$ cat config.mk
export PLATFORM = sky130hd
export DESIGN_NAME = fsk_history_bit_decision_flat
export DESIGN_NICKNAME = d
export VERILOG_FILES = /design/src/fhbd_pkg.sv /design/src/fhbd_in_if.sv /design/src/fhbd_out_if.sv /design/src/fhbd_divider.sv /design/src/fsk_history_bit_decision.sv /design/src/flat_wrapper.sv
export SDC_FILE = /design/constraint.sdc
export NUM_CORES = 2
export LEC_CHECK = 0
export ABC_AREA = 0
export BUFFER_PORTS_ARGS = -buffer_cell sky130_fd_sc_hd__buf_2
export CAP_MARGIN = 25
export CORE_ASPECT_RATIO = 1.4
export CORE_MARGIN = 3
export CORE_UTILIZATION = 50
export CTS_BUF_LIST = sky130_fd_sc_hd__clkbuf_4
export DETAILED_ROUTE_END_ITERATION = 6
export PLACE_DENSITY_LB_ADDON = 0.25
export SETUP_SLACK_MARGIN = 0.4
export SYNTH_ARGS = -nofsm -noshare
export SYNTH_HDL_FRONTEND = slang
export SYNTH_HIERARCHICAL = 1
export SYNTH_SLANG_ARGS = --single-unit
$ cat constraint.sdc
create_clock -name clk_i -period 15.65 [get_ports clk_i]
set_input_delay 0.7825 -clock clk_i [delete_from_list [all_inputs] [get_ports clk_i]]
set_output_delay 0.7825 -clock clk_i [all_outputs]
set_load 0.005 [all_outputs]
$ cat src/fhbd_pkg.sv
`timescale 1ns / 1ps

package fhbd_pkg;

  // default sizes of the history store and the energy datapath
  localparam int unsigned HISTORY_DEPTH_DEF = 8;
  localparam int unsigned MAX_TONES_DEF     = 8;
  localparam int unsigned ENERGY_WIDTH_DEF  = 32;

  // fixed field widths
  localparam int unsigned POS_W       = 16;
  localparam int unsigned TONE_CNT_W  = 4;
  localparam int unsigned THRESH_W    = 16;
  localparam int unsigned THRESH_FRAC = 12;
  localparam int unsigned CFG_IDX_W   = 2;
  localparam int unsigned CFG_DATA_W  = 16;
  localparam int unsigned DIVISOR_W_DEF = 7;

  // register reset values
  localparam logic                  HISTORY_MODE_RST = 1'b0;
  localparam logic [TONE_CNT_W-1:0] TONE_COUNT_RST   = 4'd1;
  localparam logic [THRESH_W-1:0]   THRESH_RST       = 16'd4096;

  typedef enum logic [CFG_IDX_W-1:0] {
    CFG_HISTORY_MODE = 2'd0,
    CFG_TONE_COUNT   = 2'd1,
    CFG_SHIFT_THRESH = 2'd2
  } cfg_idx_e;

  typedef struct packed {
    logic busy;
    logic done;
  } div_status_t;

endpackage

$ cat src/fhbd_in_if.sv
`timescale 1ns / 1ps

interface fhbd_in_if import fhbd_pkg::*; #(
  parameter int unsigned EnergyWidth = ENERGY_WIDTH_DEF
) ();
  logic                   valid;
  logic                   ready;
  logic [EnergyWidth-1:0] energy_low_tone;
  logic [EnergyWidth-1:0] energy_high_tone;
  logic [POS_W-1:0]       bit_position;

  modport source (
    output valid, energy_low_tone, energy_high_tone, bit_position,
    input  ready
  );
  modport sink (
    input  valid, energy_low_tone, energy_high_tone, bit_position,
    output ready
  );
endinterface

$ cat src/fhbd_out_if.sv
`timescale 1ns / 1ps

interface fhbd_out_if;
  logic valid;
  logic ready;
  logic decided_bit;
  logic was_overridden;

  modport source (
    output valid, decided_bit, was_overridden,
    input  ready
  );
  modport sink (
    input  valid, decided_bit, was_overridden,
    output ready
  );
endinterface

$ cat src/fhbd_divider.sv
`timescale 1ns / 1ps

module fhbd_divider import fhbd_pkg::*; #(
  parameter int unsigned DivisorWidth  = DIVISOR_W_DEF,
  parameter int unsigned DividendWidth = POS_W
) (
  input  logic                     clk_i,
  input  logic                     rst_ni,
  input  logic                     start_i,
  input  logic [DividendWidth-1:0] dividend_i,
  input  logic [DivisorWidth-1:0]  divisor_i,
  output logic [DividendWidth-1:0] quotient_o,
  output logic [DivisorWidth-1:0]  remainder_o,
  output div_status_t              status_o
);

  localparam int unsigned CntW = $clog2(DividendWidth);

  logic [DividendWidth-1:0] quo_q;
  logic [DivisorWidth-1:0]  rem_q;
  logic [DivisorWidth-1:0]  dsr_q;
  logic [CntW-1:0]          cnt_q;
  logic                     busy_q;
  logic                     done_q;

  logic [DivisorWidth:0] trial;
  logic [DivisorWidth:0] diff;
  logic                  take;

  // restoring division, one quotient bit per cycle
  always_comb begin
    trial = {rem_q, quo_q[DividendWidth-1]};
    diff  = trial - {1'b0, dsr_q};
    take  = trial >= {1'b0, dsr_q};
  end

  always_ff @(posedge clk_i or negedge rst_ni) begin
    if (!rst_ni) begin
      busy_q <= 1'b0;
      done_q <= 1'b0;
      cnt_q  <= '0;
    end else begin
      done_q <= 1'b0;
      if (start_i) begin
        busy_q <= 1'b1;
        cnt_q  <= CntW'(DividendWidth - 1);
      end else if (busy_q) begin
        if (cnt_q == '0) begin
          busy_q <= 1'b0;
          done_q <= 1'b1;
        end else begin
          cnt_q <= cnt_q - 1'b1;
        end
      end
    end
  end

  always_ff @(posedge clk_i) begin
    if (start_i) begin
      quo_q <= dividend_i;
      rem_q <= '0;
      dsr_q <= divisor_i;
    end else if (busy_q) begin
      rem_q <= take ? diff[DivisorWidth-1:0] : trial[DivisorWidth-1:0];
      quo_q <= {quo_q[DividendWidth-2:0], take};
    end
  end

  assign quotient_o  = quo_q;
  assign remainder_o = rem_q;
  assign status_o    = '{busy: busy_q, done: done_q};

endmodule

$ cat src/fsk_history_bit_decision.sv
`timescale 1ns / 1ps
// plain mode: the result goes through the finish state to the output register
// history mode: a 16-step pass of the divider for the tone slot, a row step, history
//   read, shift check and store, then the finish state
// first round or failed ratio gate: read and check are skipped
// items are taken only in idle; a result waiting at the output holds the finish state
// reset (async, active low) clears control and config; the history store is not cleared
module fsk_history_bit_decision import fhbd_pkg::*; #(
  parameter int unsigned HISTORY_DEPTH = HISTORY_DEPTH_DEF,
  parameter int unsigned MAX_TONES     = MAX_TONES_DEF,
  parameter int unsigned ENERGY_WIDTH  = ENERGY_WIDTH_DEF
) (
  input  logic                  clk_i,
  input  logic                  rst_ni,
  input  logic                  cfg_we_i,
  input  logic [CFG_IDX_W-1:0]  cfg_idx_i,
  input  logic [CFG_DATA_W-1:0] cfg_data_i,
  fhbd_in_if.sink               in_i,
  fhbd_out_if.source            out_o
);

  localparam int unsigned EW      = ENERGY_WIDTH;
  localparam int unsigned DW      = $clog2(MAX_TONES + 1);
  localparam int unsigned RW      = $clog2(HISTORY_DEPTH);
  localparam int unsigned TW      = (MAX_TONES > 1) ? $clog2(MAX_TONES) : 1;
  localparam int unsigned Depth   = HISTORY_DEPTH * MAX_TONES;
  localparam int unsigned AW      = $clog2(Depth);
  localparam int unsigned AccW    = EW + THRESH_W;
  localparam int unsigned GW      = EW + 5;
  localparam int unsigned SumW    = EW + 1;
  localparam int unsigned MulCntW = $clog2(THRESH_W);
  localparam int unsigned RowShift = POS_W + $clog2(HISTORY_DEPTH);
  localparam int unsigned RecipW   = POS_W + 1;
  localparam int unsigned ProdW    = POS_W + RecipW;
  // ceil(2^RowShift / HISTORY_DEPTH), exact quotient for every 16-bit round
  localparam longint unsigned RowRecip =
    ((64'd1 << RowShift) + 64'(HISTORY_DEPTH) - 64'd1) / 64'(HISTORY_DEPTH);

  typedef enum logic [2:0] {
    ST_IDLE,
    ST_DIV_TONE,
    ST_DIV_ROW,
    ST_READ,
    ST_DIFF,
    ST_CHECK,
    ST_STORE,
    ST_FINISH
  } state_e;

  state_e state_q;

  // configuration
  logic                  history_mode_q;
  logic [TONE_CNT_W-1:0] tone_count_q;
  logic [THRESH_W-1:0]   shift_threshold_q;

  always_ff @(posedge clk_i or negedge rst_ni) begin
    if (!rst_ni) begin
      history_mode_q    <= HISTORY_MODE_RST;
      tone_count_q      <= TONE_COUNT_RST;
      shift_threshold_q <= THRESH_RST;
    end else if (cfg_we_i) begin
      case (cfg_idx_i)
        CFG_HISTORY_MODE: history_mode_q    <= cfg_data_i[0];
        CFG_TONE_COUNT:   tone_count_q      <= cfg_data_i[TONE_CNT_W-1:0];
        CFG_SHIFT_THRESH: shift_threshold_q <= cfg_data_i[THRESH_W-1:0];
        default: ;
      endcase
    end
  end

  // datapath registers
  logic [EW-1:0]       e0_q, e1_q, big_q;
  logic                amp_bit_q, bit_q;
  logic                gate_q, round_nz_q;
  logic [TW-1:0]       tone_q;
  logic [POS_W-1:0]    rq_q;
  logic [RW-1:0]       row_q, prev_row_q;
  logic [EW-1:0]       ad0_q, ad1_q;
  logic                up0_q, up1_q;
  logic [AccW-1:0]     acc_q;
  logic [THRESH_W-1:0] thr_sh_q;
  logic                mul_busy_q;
  logic [MulCntW-1:0]  mul_cnt_q;
  logic [2*EW-1:0]     rd_data_q;
  logic [2*EW-1:0]     hist_mem_q [Depth];
  logic                out_valid_q, out_bit_q, out_ovr_q;

  logic in_acc;
  assign in_acc     = in_i.valid && in_i.ready;
  assign in_i.ready = (state_q == ST_IDLE);

  // effective tone count, clamped to 1..MAX_TONES
  logic [7:0]    tc_ext;
  logic [DW-1:0] tones_eff;
  always_comb begin
    tc_ext = {4'b0, tone_count_q};
    if (tone_count_q == '0) begin
      tones_eff = DW'(1);
    end else if (tc_ext > 8'(MAX_TONES)) begin
      tones_eff = DW'(MAX_TONES);
    end else begin
      tones_eff = DW'(tone_count_q);
    end
  end

  // divider: bit_position / tones
  logic             div_start;
  logic [POS_W-1:0] div_dividend;
  logic [DW-1:0]    div_divisor;
  logic [POS_W-1:0] div_quo;
  logic [DW-1:0]    div_rem;
  div_status_t      div_st;

  assign div_start    = in_acc && history_mode_q;
  assign div_dividend = in_i.bit_position;
  assign div_divisor  = tones_eff;

  fhbd_divider #(
    .DivisorWidth (DW),
    .DividendWidth(POS_W)
  ) u_divider (
    .clk_i      (clk_i),
    .rst_ni     (rst_ni),
    .start_i    (div_start),
    .dividend_i (div_dividend),
    .divisor_i  (div_divisor),
    .quotient_o (div_quo),
    .remainder_o(div_rem),
    .status_o   (div_st)
  );

  // ratio gate: 4*e0 < 25*e1 and 4*e1 < 25*e0
  logic [GW-1:0] e0x25, e1x25;
  logic          gate_c;
  always_comb begin
    e0x25  = (GW'(e0_q) << 4) + (GW'(e0_q) << 3) + GW'(e0_q);
    e1x25  = (GW'(e1_q) << 4) + (GW'(e1_q) << 3) + GW'(e1_q);
    gate_c = (GW'(e0_q) << 2 < e1x25) && (GW'(e1_q) << 2 < e0x25);
  end

  // round mod HISTORY_DEPTH by reciprocal multiply, quotient registered first
  logic [ProdW-1:0] round_prod;
  logic [POS_W-1:0] rq_c, rq_mul, round_rem;
  logic [RW-1:0]    row_c, prev_row_c;
  always_comb begin
    round_prod = ProdW'(div_quo) * ProdW'(RowRecip);
    rq_c       = POS_W'(round_prod >> RowShift);
    rq_mul     = rq_q * POS_W'(HISTORY_DEPTH);
    round_rem  = div_quo - rq_mul;
    row_c      = round_rem[RW-1:0];
    prev_row_c = (row_c == '0) ? RW'(HISTORY_DEPTH - 1) : row_c - 1'b1;
  end

  logic [EW-1:0] p0, p1;
  assign p0 = rd_data_q[EW-1:0];
  assign p1 = rd_data_q[2*EW-1:EW];

  logic [SumW-1:0] sum_c;
  logic            signif;
  always_comb begin
    sum_c  = SumW'(ad0_q) + SumW'(ad1_q);
    signif = (AccW'(sum_c) << THRESH_FRAC) > acc_q;
  end

  logic [AW-1:0] rd_addr, wr_addr;
  assign rd_addr = AW'(prev_row_q) * AW'(MAX_TONES) + AW'(tone_q);
  assign wr_addr = AW'(row_q) * AW'(MAX_TONES) + AW'(tone_q);

  always_ff @(posedge clk_i) begin
    if (in_acc) begin
      e0_q      <= in_i.energy_low_tone;
      e1_q      <= in_i.energy_high_tone;
      big_q     <= (in_i.energy_low_tone > in_i.energy_high_tone) ?
                   in_i.energy_low_tone : in_i.energy_high_tone;
      amp_bit_q <= !(in_i.energy_low_tone > in_i.energy_high_tone);
      bit_q     <= !(in_i.energy_low_tone > in_i.energy_high_tone);
    end
    // threshold * max energy, shift-add over the threshold bits, msb first
    if (in_acc) begin
      acc_q    <= '0;
      thr_sh_q <= shift_threshold_q;
    end else if (mul_busy_q) begin
      acc_q    <= (acc_q << 1) + (thr_sh_q[THRESH_W-1] ? AccW'(big_q) : '0);
      thr_sh_q <= thr_sh_q << 1;
    end
    if (state_q == ST_DIV_TONE) begin
      gate_q <= gate_c;
      if (div_st.done) begin
        tone_q     <= div_rem[TW-1:0];
        round_nz_q <= |div_quo;
        rq_q       <= rq_c;
      end
    end
    if (state_q == ST_DIV_ROW) begin
      row_q      <= row_c;
      prev_row_q <= prev_row_c;
    end
    if (state_q == ST_DIFF) begin
      up0_q <= e0_q > p0;
      up1_q <= e1_q > p1;
      ad0_q <= (e0_q > p0) ? e0_q - p0 : p0 - e0_q;
      ad1_q <= (e1_q > p1) ? e1_q - p1 : p1 - e1_q;
    end
    if (state_q == ST_CHECK) begin
      if (signif && up0_q && !up1_q) begin
        bit_q <= 1'b0;
      end else if (signif && !up0_q && up1_q) begin
        bit_q <= 1'b1;
      end
    end
  end

  // history store
  always_ff @(posedge clk_i) begin
    if (state_q == ST_READ) begin
      rd_data_q <= hist_mem_q[rd_addr];
    end
    if (state_q == ST_STORE) begin
      hist_mem_q[wr_addr] <= {e1_q, e0_q};
    end
  end

  always_ff @(posedge clk_i or negedge rst_ni) begin
    if (!rst_ni) begin
      mul_busy_q <= 1'b0;
      mul_cnt_q  <= '0;
    end else if (in_acc && history_mode_q) begin
      mul_busy_q <= 1'b1;
      mul_cnt_q  <= MulCntW'(THRESH_W - 1);
    end else if (mul_busy_q) begin
      if (mul_cnt_q == '0) begin
        mul_busy_q <= 1'b0;
      end else begin
        mul_cnt_q <= mul_cnt_q - 1'b1;
      end
    end
  end

  always_ff @(posedge clk_i or negedge rst_ni) begin
    if (!rst_ni) begin
      state_q     <= ST_IDLE;
      out_valid_q <= 1'b0;
      out_bit_q   <= 1'b0;
      out_ovr_q   <= 1'b0;
    end else begin
      if (out_valid_q && out_o.ready && state_q != ST_FINISH) begin
        out_valid_q <= 1'b0;
      end
      case (state_q)
        ST_IDLE: begin
          if (in_acc) begin
            state_q <= history_mode_q ? ST_DIV_TONE : ST_FINISH;
          end
        end
        ST_DIV_TONE: begin
          if (div_st.done) begin
            state_q <= ST_DIV_ROW;
          end
        end
        ST_DIV_ROW: state_q <= (round_nz_q && gate_q) ? ST_READ : ST_STORE;
        ST_READ:    state_q <= ST_DIFF;
        ST_DIFF:    state_q <= ST_CHECK;
        ST_CHECK:   state_q <= ST_STORE;
        ST_STORE:   state_q <= ST_FINISH;
        ST_FINISH: begin
          // hold the result until the output register is free
          if (!out_valid_q || out_o.ready) begin
            out_valid_q <= 1'b1;
            out_bit_q   <= bit_q;
            out_ovr_q   <= bit_q ^ amp_bit_q;
            state_q     <= ST_IDLE;
          end
        end
        default: state_q <= ST_IDLE;
      endcase
    end
  end

  assign out_o.valid          = out_valid_q;
  assign out_o.decided_bit    = out_bit_q;
  assign out_o.was_overridden = out_ovr_q;

  a_ovr_needs_history: assert property (@(posedge clk_i) disable iff (!rst_ni)
    out_valid_q && out_ovr_q |-> history_mode_q)
    else $error("override flagged outside history mode");

  a_mul_done_before_check: assert property (@(posedge clk_i) disable iff (!rst_ni)
    state_q == ST_CHECK |-> !mul_busy_q)
    else $error("threshold product not ready at significance check");

  a_prev_row_differs: assert property (@(posedge clk_i) disable iff (!rst_ni)
    state_q == ST_READ |-> prev_row_q != row_q)
    else $error("history read hits the row about to be written");

  a_div_only_in_div_state: assert property (@(posedge clk_i) disable iff (!rst_ni)
    (div_st.busy || div_st.done) |-> state_q == ST_DIV_TONE)
    else $error("divider active outside its sequencer state");

  a_accept_leaves_idle: assert property (@(posedge clk_i) disable iff (!rst_ni)
    in_acc |=> state_q != ST_IDLE)
    else $error("transaction accepted but sequencer stayed idle");

endmodule
$ cat src/flat_wrapper.sv
// flat-port wrapper written by rule: the top's interface ports become plain ports
module fsk_history_bit_decision_flat import fhbd_pkg::*;
#(
  parameter int unsigned HISTORY_DEPTH = HISTORY_DEPTH_DEF,
  parameter int unsigned MAX_TONES     = MAX_TONES_DEF,
  parameter int unsigned ENERGY_WIDTH  = ENERGY_WIDTH_DEF
)
  (clk_i, rst_ni, cfg_we_i, cfg_idx_i, cfg_data_i, in_i_valid, in_i_energy_low_tone, in_i_energy_high_tone, in_i_bit_position, in_i_ready, out_o_valid, out_o_decided_bit, out_o_was_overridden, out_o_ready);
  fhbd_in_if in_i_i ();
  fhbd_out_if out_o_i ();
  input  logic clk_i;
  input  logic rst_ni;
  input  logic cfg_we_i;
  input  logic [CFG_IDX_W-1:0] cfg_idx_i;
  input  logic [CFG_DATA_W-1:0] cfg_data_i;
  input wire logic [$bits(in_i_i.valid)-1:0] in_i_valid;
  input wire logic [$bits(in_i_i.energy_low_tone)-1:0] in_i_energy_low_tone;
  input wire logic [$bits(in_i_i.energy_high_tone)-1:0] in_i_energy_high_tone;
  input wire logic [$bits(in_i_i.bit_position)-1:0] in_i_bit_position;
  output wire logic [$bits(in_i_i.ready)-1:0] in_i_ready;
  output wire logic [$bits(out_o_i.valid)-1:0] out_o_valid;
  output wire logic [$bits(out_o_i.decided_bit)-1:0] out_o_decided_bit;
  output wire logic [$bits(out_o_i.was_overridden)-1:0] out_o_was_overridden;
  input wire logic [$bits(out_o_i.ready)-1:0] out_o_ready;
  assign in_i_i.valid = in_i_valid;
  assign in_i_i.energy_low_tone = in_i_energy_low_tone;
  assign in_i_i.energy_high_tone = in_i_energy_high_tone;
  assign in_i_i.bit_position = in_i_bit_position;
  assign in_i_ready = in_i_i.ready;
  assign out_o_valid = out_o_i.valid;
  assign out_o_decided_bit = out_o_i.decided_bit;
  assign out_o_was_overridden = out_o_i.was_overridden;
  assign out_o_i.ready = out_o_ready;
  fsk_history_bit_decision #(.HISTORY_DEPTH(HISTORY_DEPTH), .MAX_TONES(MAX_TONES), .ENERGY_WIDTH(ENERGY_WIDTH)) u_core (.clk_i(clk_i), .rst_ni(rst_ni), .cfg_we_i(cfg_we_i), .cfg_idx_i(cfg_idx_i), .cfg_data_i(cfg_data_i), .in_i(in_i_i), .out_o(out_o_i));
endmodule
==> impl_results.md <==
- VDD IR-drop max: 0.0000965 V
- Seq pwr share: 0.481
- Cell Rows: 263
- Vias in the first global route: 124000
- Cell Int Power: 20.7 mW
- GPL Wtd Cong: 0.948
- Reg2Reg Setup Slack: 9.09 ns
- Worst slew pin tran: 1.21 ns
- Netlist Area Pre-Place: 0.184 mm2
- Drc violations: 0
- Post-DR wirelength/cell: 35.4 um
- Cell Count, Final, Fillers Out: 18700
- Worst-Skew Late Latency: 1.62 ns
- Crit. End Element: flop
- Ports: 107
- Peak per-stage delay on the critical path: 0.71 ns
- Die Height: 724 um
- RSZ-0062 raised after global routing: no
- Chip width: 519 um
- Clock root buffer: clkbuf_4
- Total Routed Length: 662000 um
- Cells on worst reg2reg path: 22
- Fillers: 28900
- # setup viols final: 0
- CP Buf/Inv Count: 1
- Slew Viols, Final: 0
- Avg Cell Area, Syn: 15.4 um2
- Area growth syn-to-layout: 12.5%
- Pre-antenna DRT Iters: 6
- Vias/cell: 6.62
- Max-cap violation count: 0
- Tmin final: 6.56 ns
- Clock Power Share: 0.328
- Crit path max-delay family: compound AO/OA/AOI/OAI gates
- P_leak: 70.1 nW
- CTS Hold Buffers Added: 161
- Grt total ovfl: 0
- Vias: 124000
- Cts bufs inserted: 1054
- Sw frac: 0.295
- Starting DRC count in detailed routing: 18100
- Critical Path End: u_core/gate_q
- Synthesis warning total: 6
- GRT Overall Usage: 0.346
- Clk sink count: 4461
- First-pass GRT wire length: 919000 um
- CP Cell Sequence: buf_4, fa_1, ha_1, a2111o_1, a31oi_1, o41a_1, o21ai_1, a22oi_1, o31ai_1, o31a_1, o21ai_0, nand2b_1, xnor2_1, ha_1, a21o_1, a21o_1, a2111oi_0, o21ai_0, a41oi_1, o41ai_1, o211a_1, a31oi_1
- Setup_tns: 0 ns
- Min-delay worst type: input pin to flop
- Worst Setup SP: u_core/e0_q[8]
- Crit path DAT: 7.92 ns
- Status: finished, final reports clean
- CTS resizes: 0
- Pin count of the biggest net entering global routing: 108
- Layout cells sized above 1: 0.195
- Final net count: 13600
- CTS clk-pin slew, worst paths: 0.08 ns
- Slowest cell on the critical path: buf_4
- Number of port buffers: 106
- Initial Util: 0.502
- CTS max path bufs: 4
- Post-CTS setup buffers: 0
- R2r startpoint: u_core/e0_q[8]
- RR Endpoint: u_core/gate_q
- Routed Antenna Nets: 0
- Tcrit/Tclk final: 0.419
- CTS tree: done
- Antenna violations before repair: 45
- Pwr Density: 142 mW/mm2
- Slew margin rel.: 0.194
- Highest Clock Rate: 152 MHz
- Post-synth net total: 12600
- Gate power share: 0.190
- Req. time, crit path: 17.01 ns
- Final HPWL DP: 372000 um
- Clock Skew: 0.181 ns
- H-tree depth: 7
- Cells after Synth: 12000
- Crit path depth: 22
- Total die area: 0.376 mm2
- Max FO, Critical Path: 70
- Crit start category: flop
- Setup CP Type: flop to flop
- Placed cell count: 16700
- Fin. Hold Viols: 0
- Area of the core: 0.367 mm2
- Net Sw Power: 8.65 mW
worst min path at each step:
stage	cells past startpoint	end	from	slack [ns]
after floorplan	0	u_core/tone_q[2]	u_core/u_divider/remainder_o[2]	0.45
after global placement	2	u_core/u_divider/remainder_o[3]	u_core/u_divider/remainder_o[3]	0.46
after detailed placement	2	u_core/u_divider/remainder_o[3]	u_core/u_divider/remainder_o[3]	0.47
after CTS	4	u_core/big_q[28]	in_i_energy_low_tone[28]	0.0002
after global routing	2	u_core/e1_q[5]	in_i_energy_high_tone[5]	0.03
final	2	u_core/e1_q[5]	in_i_energy_high_tone[5]	0.1
cell type report:
type	instances	area [um2]	area share
Clock inverter	308	2220	0.0107
Antenna cell	28	70.1	0.000338
Inverter	278	1050	0.00507
Sequential cell	4461	133000	0.643
Clock buffer	1509	11300	0.0547
Tap cell	4902	6130	0.0296
Timing Repair Buffer	658	5450	0.0263
Multi-Input combinational cell	6541	47700	0.230
cells in the final DEF, fill, tap and decap left out, types with 57 or more instances in the layout:
master / n
a211oi_1: 89
a21o_1: 114
a21oi_1: 836
a221oi_1: 226
a22o_1: 225
a22oi_1: 755
a311oi_1: 70
a31oi_1: 94
buf_2: 109
buf_4: 361
clkbuf_4: 1509
clkinv_1: 173
dlygate4sd3_1: 160
edfxtp_1: 4370
fa_1: 65
ha_1: 402
inv_1: 275
mux2_2: 320
mux2i_1: 263
mux4_2: 80
nand2_1: 767
nand3_1: 187
nand4_1: 176
nor2_1: 406
nor2_4: 70
nor3_1: 77
o2111ai_1: 82
o211ai_1: 57
o21ai_0: 494
xnor2_1: 110
xor2_1: 68
through the flow:
| stage | power, mW | setup slack [ns] | utilization | area [um2] | hold WS (ns) |
|---|---|---|---|---|---|
| detailed placement | 19.8 | 9.22 | 0.523 | 192000 | 0.475 |
| CTS | 29.3 | 9.18 | 0.565 | 207000 | 0.000243 |
| global placement | 19.7 | 8.77 | 0.523 | 192000 | 0.462 |
| finish | 29.3 | 9.09 | 0.565 | 207000 | 0.0972 |
| floorplan | 17.8 | 9.83 | - | 184000 | 0.445 |
| global route | 30.5 | 8.68 | 0.565 | 207000 | 0.0345 |
power by group through the flow:
stage          Sequential, mW  Combinational [mW]  Clock, mW
2_1_floorplan            14.3                3.43          0
3_3_place_gp             14.3                5.33          0
3_5_place_dp             14.4                5.40          0
4_1_cts                  14.1                5.46       9.74
5_1_grt                  14.1                6.01       10.4
6_report                 14.1                5.58       9.63
routing by layer:
metal	GRT usage	wire length, um	vias to the layer above	part of all wire
li1	-	-	50200	-
met1	0.422	225000	62100	0.34
met2	0.562	313000	9410	0.47
met3	0.0828	80300	1991	0.12
met4	0.204	44300	24	0.067
met5	0	176	-	0.00027
registers in the layout (all words and copies together), names as in the netlist, 16 cells and up:
name / cells
u_core/rd_data_q: 64
u_core/e1_q: 32
u_core/hist_mem_q: 4096
u_core/thr_sh_q: 16
u_core/big_q: 32
u_core/shift_threshold_q: 16
u_core/ad0_q: 32
u_core/ad1_q: 32
u_core/acc_q: 48
u_core/u_divider/quotient_o: 16
u_core/e0_q: 32
worst reg2reg max path, stage by stage, from the launching register on:
cell and delay [ns]:
edfxtp_1 0.35, buf_4 0.71, fa_1 0.59, ha_1 0.35, a2111o_1 0.38, a31oi_1 0.27
o41a_1 0.25, o21ai_1 0.14, a22oi_1 0.41, o31ai_1 0.20, o31a_1 0.35, o21ai_0 0.20
nand2b_1 0.11, xnor2_1 0.14, ha_1 0.31, a21o_1 0.19, a21o_1 0.19, a2111oi_0 0.46
o21ai_0 0.18, a41oi_1 0.21, o41ai_1 0.11, o211a_1 0.15, a31oi_1 0.13
(Power assumes the default switching activity.)
